**config.mk**
```make
export PLATFORM = sky130hd
export DESIGN_NAME = cursor_text_buffer_editor
export DESIGN_NICKNAME = d
export VERILOG_FILES = /design/src/hdl/ctbe_pkg.sv /design/src/hdl/ctbe_cell.sv /design/src/hdl/ctbe_ctrl.sv /design/src/hdl/cursor_text_buffer_editor.sv
export SDC_FILE = /design/constraint.sdc
export NUM_CORES = 2
export LEC_CHECK = 0
export BUFFER_PORTS_ARGS = -buffer_cell sky130_fd_sc_hd__buf_2
export CORE_MARGIN = 2
export CORE_UTILIZATION = 25
export DETAILED_ROUTE_END_ITERATION = 16
export PLACE_DENSITY = 0.37
export SLEW_MARGIN = 20
export SYNTH_ARGS = -nofsm -noshare
export SYNTH_HDL_FRONTEND = slang
export SYNTH_SLANG_ARGS = --single-unit
```
**constraint.sdc**
```tcl
create_clock -name clk -period 3.8 [get_ports clk]
set_input_delay 0.19 -clock clk [delete_from_list [all_inputs] [get_ports clk]]
set_output_delay 0.19 -clock clk [all_outputs]
set_load 0.02 [all_outputs]
```
**src/hdl/ctbe_pkg.sv**
```systemverilog
// ----------------------------------------------------------------------------
// ctbe_pkg: shared types and constants of the cursor text buffer editor
// Buffer depth, command and status codes, and the per-cell control bundle.
// ----------------------------------------------------------------------------
package ctbe_pkg;

  localparam int BUFFER_DEPTH = 64;
  localparam int IDX_W        = $clog2(BUFFER_DEPTH);
  localparam int PTR_W        = $clog2(BUFFER_DEPTH + 1);
  localparam int CHAR_W       = 8;
  localparam int RIDX_W       = 6;
  localparam int ACT_W        = 3;
  localparam int STAT_W       = 2;

  localparam logic [PTR_W-1:0] DEPTH_PTR = PTR_W'(BUFFER_DEPTH);

  typedef enum logic [ACT_W-1:0] {
    ACT_INSERT   = 3'd0,
    ACT_DELETE   = 3'd1,
    ACT_FORWARD  = 3'd2,
    ACT_BACKWARD = 3'd3,
    ACT_TO_START = 3'd4,
    ACT_TO_END   = 3'd5,
    ACT_READ     = 3'd6
  } action_t;

  typedef enum logic [STAT_W-1:0] {
    ST_DONE      = 2'd0,
    ST_FULL      = 2'd1,
    ST_NO_EFFECT = 2'd2
  } status_t;

  // Broadcast to every cell of the row
  typedef struct packed {
    logic              ins;
    logic              del;
    logic [PTR_W-1:0]  cursor;
    logic [CHAR_W-1:0] chr;
  } cell_ctl_t;

endpackage

```
**src/hdl/ctbe_cell.sv**
```systemverilog
// ----------------------------------------------------------------------------
// ctbe_cell: one character cell of the buffer row
// Holds one byte; on insert it takes its left neighbor or the new byte, on
// delete its right neighbor. Drives its byte onto the read bus when selected.
// ----------------------------------------------------------------------------
module ctbe_cell
  import ctbe_pkg::*;
(
  input  logic              clk,
  input  logic [IDX_W-1:0]  idx,
  input  cell_ctl_t         ctl,
  input  logic [CHAR_W-1:0] left_in,
  input  logic [CHAR_W-1:0] right_in,
  input  logic [RIDX_W-1:0] read_index,
  output logic [CHAR_W-1:0] value,
  output logic [CHAR_W-1:0] read_out
);

  logic [PTR_W-1:0] pos;
  logic             at_cursor;
  logic             past_cursor;

  assign pos         = PTR_W'(idx);
  assign at_cursor   = (pos == ctl.cursor);
  assign past_cursor = (pos > ctl.cursor);

  // Shift with the tail of the text
  always_ff @(posedge clk) begin
    if (ctl.ins) begin
      if (at_cursor) begin
        value <= ctl.chr;
      end else if (past_cursor) begin
        value <= left_in;
      end
    end else if (ctl.del && (at_cursor || past_cursor)) begin
      value <= right_in;
    end
  end

  // Gate the byte onto the OR read bus
  assign read_out = (PTR_W'(read_index) == pos) ? value : '0;

endmodule

```
**src/hdl/ctbe_ctrl.sv**
```systemverilog
// ----------------------------------------------------------------------------
// ctbe_ctrl: command decode with cursor and length registers
// Works out the next cursor and length, the status, and the shift command
// that goes to the cell row.
// ----------------------------------------------------------------------------
module ctbe_ctrl
  import ctbe_pkg::*;
(
  input  logic              clk,
  input  logic              rst,
  input  logic              accept,
  input  action_t           action,
  input  logic [CHAR_W-1:0] char_in,
  input  logic [RIDX_W-1:0] read_index,
  output cell_ctl_t         cell_ctl,
  output logic [PTR_W-1:0]  cursor_next,
  output logic [PTR_W-1:0]  length_next,
  output status_t           status,
  output logic              read_ok,
  output logic [PTR_W-1:0]  cursor_reg,
  output logic [PTR_W-1:0]  length_reg
);

  logic do_ins;
  logic do_del;

  // Decode the command
  always_comb begin
    cursor_next = cursor_reg;
    length_next = length_reg;
    status      = ST_DONE;
    read_ok     = 1'b0;
    do_ins      = 1'b0;
    do_del      = 1'b0;
    case (action)
      ACT_INSERT: begin
        if (length_reg == DEPTH_PTR) begin
          status = ST_FULL;
        end else begin
          do_ins      = 1'b1;
          cursor_next = cursor_reg + PTR_W'(1);
          length_next = length_reg + PTR_W'(1);
        end
      end
      ACT_DELETE: begin
        if (cursor_reg < length_reg) begin
          do_del      = 1'b1;
          length_next = length_reg - PTR_W'(1);
        end else begin
          status = ST_NO_EFFECT;
        end
      end
      ACT_FORWARD: begin
        if (cursor_reg < length_reg) begin
          cursor_next = cursor_reg + PTR_W'(1);
        end else begin
          status = ST_NO_EFFECT;
        end
      end
      ACT_BACKWARD: begin
        if (cursor_reg != '0) begin
          cursor_next = cursor_reg - PTR_W'(1);
        end else begin
          status = ST_NO_EFFECT;
        end
      end
      ACT_TO_START: cursor_next = '0;
      ACT_TO_END:   cursor_next = length_reg;
      ACT_READ: begin
        if (PTR_W'(read_index) < length_reg) begin
          read_ok = 1'b1;
        end else begin
          status = ST_NO_EFFECT;
        end
      end
      default: status = ST_NO_EFFECT;
    endcase
  end

  // Shift command for the row, only on an accepted transaction
  assign cell_ctl.ins    = accept && do_ins;
  assign cell_ctl.del    = accept && do_del;
  assign cell_ctl.cursor = cursor_reg;
  assign cell_ctl.chr    = char_in;

  // Advance cursor and length
  always_ff @(posedge clk) begin
    if (rst) begin
      cursor_reg <= '0;
      length_reg <= '0;
    end else if (accept) begin
      cursor_reg <= cursor_next;
      length_reg <= length_next;
    end
  end

endmodule

```
**src/hdl/cursor_text_buffer_editor.sv**
```systemverilog
// ----------------------------------------------------------------------------
// cursor_text_buffer_editor: fixed-depth text buffer with an edit cursor
//
//   channel | dir | handshake          | contents
//   s_*     | in  | s_tvalid/s_tready  | tuser: action; tdata: char_in, read_index
//   m_*     | out | m_tvalid/m_tready  | tdata: cursor_pos, text_length,
//           |     |                    |        char_out, status
//
// One command per cycle; a row of BUFFER_DEPTH byte cells shifts the whole
// tail at the edge that accepts the command, and the result is loaded into
// the output register at that same edge and offered from the next cycle.
// Reset clears cursor, length and the output valid; cell contents are not
// cleared, and a cell is only read below the length, so after it was written.
// A stalled result holds the output register; a new command is taken in the
// same cycle the waiting result is taken.
// ----------------------------------------------------------------------------
module cursor_text_buffer_editor
  import ctbe_pkg::*;
(
  input  logic        clk,
  input  logic        rst,
  input  logic        s_tvalid,
  output logic        s_tready,
  input  logic [15:0] s_tdata,   // [7:0] char_in, [13:8] read_index, [15:14] zero
  input  logic [2:0]  s_tuser,   // [2:0] action
  output logic        m_tvalid,
  input  logic        m_tready,
  output logic [23:0] m_tdata    // [6:0] cursor_pos, [13:7] text_length,
                                 // [21:14] char_out, [23:22] status
);

  logic              accept;
  action_t           action;
  logic [CHAR_W-1:0] char_in;
  logic [RIDX_W-1:0] read_index;
  cell_ctl_t         cell_ctl;
  logic [PTR_W-1:0]  cursor_next;
  logic [PTR_W-1:0]  length_next;
  status_t           status;
  logic              read_ok;
  logic [PTR_W-1:0]  cursor_reg;
  logic [PTR_W-1:0]  length_reg;

  logic [CHAR_W-1:0] cell_val  [BUFFER_DEPTH];
  logic [CHAR_W-1:0] cell_rd   [BUFFER_DEPTH];
  logic [CHAR_W-1:0] read_byte;

  logic [PTR_W-1:0]  cursor_pos;
  logic [PTR_W-1:0]  text_length;
  logic [CHAR_W-1:0] char_out;
  status_t           status_q;

  // Unpack the input transaction
  assign action     = action_t'(s_tuser);
  assign char_in    = s_tdata[7:0];
  assign read_index = s_tdata[13:8];

  assign s_tready = !m_tvalid || m_tready;
  assign accept   = s_tvalid && s_tready;

  ctbe_ctrl u_ctrl (
    .clk         (clk),
    .rst         (rst),
    .accept      (accept),
    .action      (action),
    .char_in     (char_in),
    .read_index  (read_index),
    .cell_ctl    (cell_ctl),
    .cursor_next (cursor_next),
    .length_next (length_next),
    .status      (status),
    .read_ok     (read_ok),
    .cursor_reg  (cursor_reg),
    .length_reg  (length_reg)
  );

  // Row of character cells
  for (genvar k = 0; k < BUFFER_DEPTH; k++) begin : g_cell
    logic [CHAR_W-1:0] left_in;
    logic [CHAR_W-1:0] right_in;

    if (k == 0) begin : g_first
      assign left_in = '0;
    end else begin : g_inner_l
      assign left_in = cell_val[k-1];
    end
    if (k == BUFFER_DEPTH - 1) begin : g_last
      assign right_in = '0;
    end else begin : g_inner_r
      assign right_in = cell_val[k+1];
    end

    ctbe_cell u_cell (
      .clk        (clk),
      .idx        (IDX_W'(k)),
      .ctl        (cell_ctl),
      .left_in    (left_in),
      .right_in   (right_in),
      .read_index (read_index),
      .value      (cell_val[k]),
      .read_out   (cell_rd[k])
    );
  end

  // Merge the read bus
  always_comb begin
    read_byte = '0;
    for (int i = 0; i < BUFFER_DEPTH; i++) begin
      read_byte = read_byte | cell_rd[i];
    end
  end

  // Output register
  always_ff @(posedge clk) begin
    if (rst) begin
      m_tvalid <= 1'b0;
    end else if (s_tready) begin
      m_tvalid <= s_tvalid;
    end
  end

  always_ff @(posedge clk) begin
    if (accept) begin
      cursor_pos  <= cursor_next;
      text_length <= length_next;
      char_out    <= read_ok ? read_byte : '0;
      status_q    <= status;
    end
  end

  assign m_tdata = {status_q, char_out, text_length, cursor_pos};

  // Checks
  a_cursor_in_text: assert property (@(posedge clk) disable iff (rst)
    cursor_reg <= length_reg)
    else $error("cursor beyond text length");

  a_length_bound: assert property (@(posedge clk) disable iff (rst)
    length_reg <= DEPTH_PTR)
    else $error("text length beyond buffer depth");

  a_insert_grows: assert property (@(posedge clk) disable iff (rst)
    (accept && action == ACT_INSERT && length_reg != DEPTH_PTR)
      |=> (length_reg == $past(length_reg) + PTR_W'(1)))
    else $error("accepted insert did not grow the text");

  a_full_status: assert property (@(posedge clk) disable iff (rst)
    (m_tvalid && status_q == ST_FULL) |-> (text_length == DEPTH_PTR))
    else $error("full status with room left");

  a_char_only_on_read: assert property (@(posedge clk) disable iff (rst)
    (m_tvalid && char_out != '0) |-> (status_q == ST_DONE))
    else $error("character reported without a successful read");

endmodule
```
# After elaboration in Yosys (flattened, before gate mapping)
# Index checks and enable logic that the tools add are counted.
# classes
magnitude_cmp	66
n_mux	338
bitwise	63
multipliers	0
div_mod_pow	0
addsub	4
eq_ne	197
shift	0
reduce_logical	267
# ops
operator	n
two-way mux 8 bit	320
OR 8 bit	63
== test 6 x 7 -> 1 bit, first input constant	32
> comparator 6 x 7 -> 1 bit, first input constant	32
== test 6 bit, second input constant	32
inequality test 3 x 1 -> 1 bit, second input constant	64
AND reduction 2 bit	64
nonzero test 2 bit	64
== test 5 x 7 -> 1 bit, first input constant	16
> comparator 5 x 7 -> 1 bit, first input constant	16
== test 6 x 5 -> 1 bit, second input constant	16
logical AND 1 bit	67
logical OR 1 bit	65
== test 4 x 7 -> 1 bit, first input constant	8
> comparator 4 x 7 -> 1 bit, first input constant	8
== test 6 x 4 -> 1 bit, second input constant	8
two-way mux 7 bit	5
one-hot mux 7 bit (5 select lines)	1
== test 3 x 7 -> 1 bit, first input constant	4
> comparator 3 x 7 -> 1 bit, first input constant	4
== test 6 x 3 -> 1 bit, second input constant	4
adder 7 x 1 -> 7 bit, second input constant	2
== test 2 x 7 -> 1 bit, first input constant	2
> comparator 1 x 7 -> 1 bit, first input constant	2
20 further kinds	36
# totals
rom_bits	0
latch_bits	0
ram_bits	0
memories	0
input_bits	23
reg_bits	551
out_inout_bits	26

# Depth between registers and ports, before layout
# depth
depth_word	65
depth_mapped	12

# Hierarchy
# A second synthesis with hierarchy kept.
# hier_totals
hier_cells	6371
area_unflattened_um2	51553.2
# modules_own_cells
module	area_each_um2	cells_per_inst	instances	seq_area_each_um2
ctbe_cell at g_cell[0].u_cell ...	742.0	92	37	240.2
ctbe_cell at g_cell[25].u_cell ...	740.7	92	27	240.2
cursor_text_buffer_editor	2064.5	200	1	740.7
ctbe_ctrl	2037.0	283	1	280.3

# Least setup slack after synthesis
# OpenSTA, ideal clock, no wires.
# synth_timing
path_type	flip-flop to flip-flop
from	register u_ctrl.length_reg[2]
to	register g_cell[21].u_cell.value[0], enable pin
t_arrival_ns	3.050
stages_incl_launch_ff	10
required_time_ns	3.380
setup_time_ns	0.420
slack_ns	0.331
period_less_slack_ns	3.469
cell_sequence	dfxtp_1 > buf_2 > inv_1 > ha_1 > a21o_1 > a31oi_2 > o211ai_1 > nand2_1 > nand3_1 > a2111oi_0
# synth_between
elab_chain_len	7
# synth_rtl
element	line	text
start: declaration	ctbe_ctrl.sv:21	output logic [PTR_W-1:0] length_reg
start signal: assignment	ctbe_ctrl.sv:93	length_reg <= length_next;
< comparator 7 bit	ctbe_ctrl.sv:46	if (cursor_reg < length_reg) begin
two-way mux 1 bit	ctbe_ctrl.sv:46	
two-way mux 1 bit	ctbe_ctrl.sv:35	case (action)
logical AND 1 bit	ctbe_ctrl.sv:82	assign cell_ctl.del = accept && do_del;
logical AND 1 bit	ctbe_cell.sv:35	end else if (ctl.del && (at_cursor || past_cursor)) begin
nonzero test 2 bit (no source line)	-	
AND reduction 2 bit (no source line) (*)	-	
end signal: assignment	ctbe_cell.sv:31	value <= ctl.chr;
end signal: assignment	ctbe_cell.sv:33	value <= left_in;
end signal: assignment	ctbe_cell.sv:36	value <= right_in;
end: declaration	ctbe_cell.sv:15	output logic [CHAR_W-1:0] value,
# Every way passes the cells marked *; elsewhere a longest branch is shown, timed or not.
# A chain may end at the register's enable or synchronous reset.

# Worst setup path in the final report
# layout_timing
from	register u_ctrl.cursor_reg[5]
to	register g_cell[48].u_cell.value[5], enable pin
# layout_between
elab_chain_len	7
# layout_rtl
element	line	text
start: declaration	ctbe_ctrl.sv:20	output logic [PTR_W-1:0] cursor_reg,
start signal: assignment	ctbe_ctrl.sv:92	cursor_reg <= cursor_next;
< comparator 7 bit	ctbe_ctrl.sv:46	
two-way mux 1 bit	ctbe_ctrl.sv:46	
two-way mux 1 bit	ctbe_ctrl.sv:35	
logical AND 1 bit	ctbe_ctrl.sv:82	
logical AND 1 bit	ctbe_cell.sv:35	
nonzero test 2 bit (no source line)	-	
AND reduction 2 bit (no source line) (*)	-	
end signal: assignment	ctbe_cell.sv:31	
end signal: assignment	ctbe_cell.sv:33	
end signal: assignment	ctbe_cell.sv:36	
end: declaration	ctbe_cell.sv:15	
# Marks and branches as above.

==> run metrics <==
Synth area leaders edfxtp_1, mux2i_1, o21ai_0; commonest non-fill, non-tap cell in the layout nand2_1; largest net degree at the start of global routing between 150 and 200; Period Utilization, post-route a little under nine tenths; outcome finished clean; final RePlAce weighted congestion between 1 and 1.5; Seq cells post-synth 551; hpwl dp around 160000 µm; cell area after layout ~0.039 mm²; fill cell count ~14000; Clk pin slew, worst setup/hold paths 0.06 ns; Area after DPL about 0.037 mm²; Max-Cap Viols 0; number of global-route vias before repair between 20000 and 30000; htree depth 3; worst-path cell chain buf_4 > nand2_1 > nor4_1 > nand2_1 > a21oi_1 > buf_4; Fin Hold WS 0.0684 ns; largest register by flop count g_cell.u_cell.value; Skew-Pair Late Insertion Delay 0.72 ns; WL final 210000 µm; drt via density 5.82; Worst Setup End Kind register; First-pass DRT Iterations 6; Core Region ~0.14 mm²; delay of the slowest cell on the worst path about 0.7 ns; DIE AREA between 0.1 and 0.15 mm²; syn_nets about 3400; initial drt markers approximately 4600; gr usage total 29.5%; crit path time final approximately 3.3 ns; # IOs around 50; CP Data Required Time roughly 4.2 ns; RSZ-0062 raised after global routing false; vias 30570; grt ovf 0; Post-synth EDFFs 536; CTS Buffer Depth 3; Largest register FFs between 500 and 600; final core occ between 20% and 30%; number of port buffers between 40 and 50; Final setup viols 0; DRC Markers 0; Regs by FF count g_cell.u_cell.value x512, char_out x8; share of flip-flops with an asynchronous set or reset 0%; Avg Inst Size Synth between 10 and 15 µm²; worst-path fanout max 17; Netlist cell types 82; Yosys top cell by area edfxtp_1; Achievable Freq 0.305 GHz; Arrival @ worst endpoint around 3.7 ns; Starting Density 25.1%; post-route ant nets 0; Avg WL per Cell between 40 and 50 µm; Final Instance Count excl. Fillers between 5000 and 6000; cts bufs inserted 72; first-pass GRT wire length 277000 µm; Slowest cell on crit path nand2_1; row count between 100 and 150; final hold violation count 0; commonest non-fill, non-tap cells in the layout nand2_1, edfxtp_1, mux2i_1; CTS sink cnt 551; nature of the critical path startpoint register; CTS tree built; synth warn 0; post-synth top area share a little under half; Sum Neg Setup Slack 0 ns; initial antenna violation count 29; Static Leak approximately 15 nW; Post-Syn Instances approximately 3400; VDD IR-drop max approximately 0.0003 V; Net count, final between 3000 and 4000; Root Driver clkbuf_16; Clock Skew slightly below 0.04 ns; layout cells sized above 1 between 10% and 20%; Die Y-Extent 373 µm; synth-to-layout area growth 14.6%; Cell Area, Synth roughly 0.034 mm²; WS Path Type reg2reg; Die Wd approximately 370 µm; Rel. slew slack 19.0%; fin. max-slew vios 0; post-synthesis sequential area ratio about half; Power Dens Cells between 400 and 500 mW/mm²; PostCTS Resize Cnt 0; top_reg_cell synth edfxtp_1; Placed Cells just over 5000; HP Class in2reg; Tightest Pin Transition roughly 1.2 ns
==> routing by layer <==
| layer | wire (µm) | part of all wire (%) | track usage (%) | vias up |
|---|---|---|---|---|
| met4 | 13500 | 6.4 | 16.2 | 18 |
| met1 | 92200 | 44 | 41.2 | 15666 |
| met2 | 87100 | 41 | 42.2 | 1690 |
| met3 | 17500 | 8.3 | 6.19 | 417 |
| li1 | - | - | - | 12779 |
| met5 | 117 | 0.056 | 0 | - |
==> cell usage after synthesis, types with 4 or more instances <==
master / n
a311oi_1: 4
a21boi_1: 8
o21ai_0: 486
nor2_2: 32
and3_1: 99
a2111oi_4: 4
buf_6: 33
a31oi_1: 16
and2_4: 4
buf_4: 8
ha_1: 20
a22oi_1: 61
o22ai_1: 5
and4_1: 5
buf_2: 79
nor3_2: 5
a2111oi_0: 20
a21oi_1: 66
a21o_1: 7
nor4_1: 19
and2_0: 6
inv_1: 19
nand2_1: 578
nor2b_1: 9
nand2b_1: 12
a32oi_1: 118
or2_2: 4
o211ai_1: 5
buf_1: 9
o21ai_1: 38
nand3_1: 76
nor3_1: 20
xnor2_1: 7
dfxtp_1: 15
a2111oi_2: 7
and2_1: 33
clkbuf_1: 180
nor2_1: 94
nand4_1: 43
a211oi_1: 10
edfxtp_1: 536
mux2i_1: 504
or3_1: 6
==> final timing paths <==
path                                      startpoint                         end  slack, ns  cells past startpoint
worst max-delay path            u_ctrl.cursor_reg[5]  g_cell[48].u_cell.value[5]       0.53                      6
worst min register to register  u_ctrl.cursor_reg[5]        u_ctrl.cursor_reg[5]       0.55                      2
worst min-delay path                      s_tuser[1]                 status_q[1]       0.07                      3
worst max register to register  u_ctrl.cursor_reg[5]  g_cell[48].u_cell.value[5]       0.53                      6
==> critical path, delay by kind of cell (launching register included) <==
family	cells	cell delay, ns
buffers and inverters	2	0.56
DFF	1	0.43
and+or+nand+nor	3	1.61
AOI/OAI and AO/OA	1	0.33
==> through the flow <==
stage / setup WS, ns / power, mW
3_3_place_gp: 0.370 / 9.24
5_1_grt: 0.518 / 16.2
4_1_cts: 0.671 / 15.9
3_5_place_dp: 0.355 / 9.23
2_1_floorplan: 0.331 / 8.20
6_report: 0.525 / 15.8
==> report_power, final <==
part | switching (mW) | internal, mW | total, mW
logic | 1.38 | 0.522 | 1.90
clock network | 2.98 | 3.65 | 6.63
registers | 0.378 | 6.90 | 7.28
==> cells by family after synthesis <==
| family | after synthesis | synth area share (%) |
|---|---|---|
| AO/OA/AOI/OAI | 880 | 16.0 |
| adder cells (fa/ha/maj) | 20 | 0.736 |
| AND/OR/NAND/NOR | 1080 | 15.2 |
| flip-flops | 551 | 48.2 |
| XOR/XNOR | 9 | 0.232 |
| buffers and inverters | 329 | 4.74 |
| multiplexers | 504 | 14.8 |
==> cell type report <==
cell class              instances  area (µm²)  area share (%)
clock buffers                  97        1900            4.86
inverters                      20        75.1           0.193
well taps                    1781        2230            5.72
repair buffers                271        2000            5.13
diodes                          7        17.5          0.0450
multi-input cells            2493       16100            41.3
clock inverters                29         245           0.629
flip-flops and latches        551       16400            42.1
==> repair_timing <==
action                                 CTS  global route
hold buffers                             4             0
setup buffers                            0             0
endpoints found under the hold margin   15             0
(Power assumes the default switching activity.)
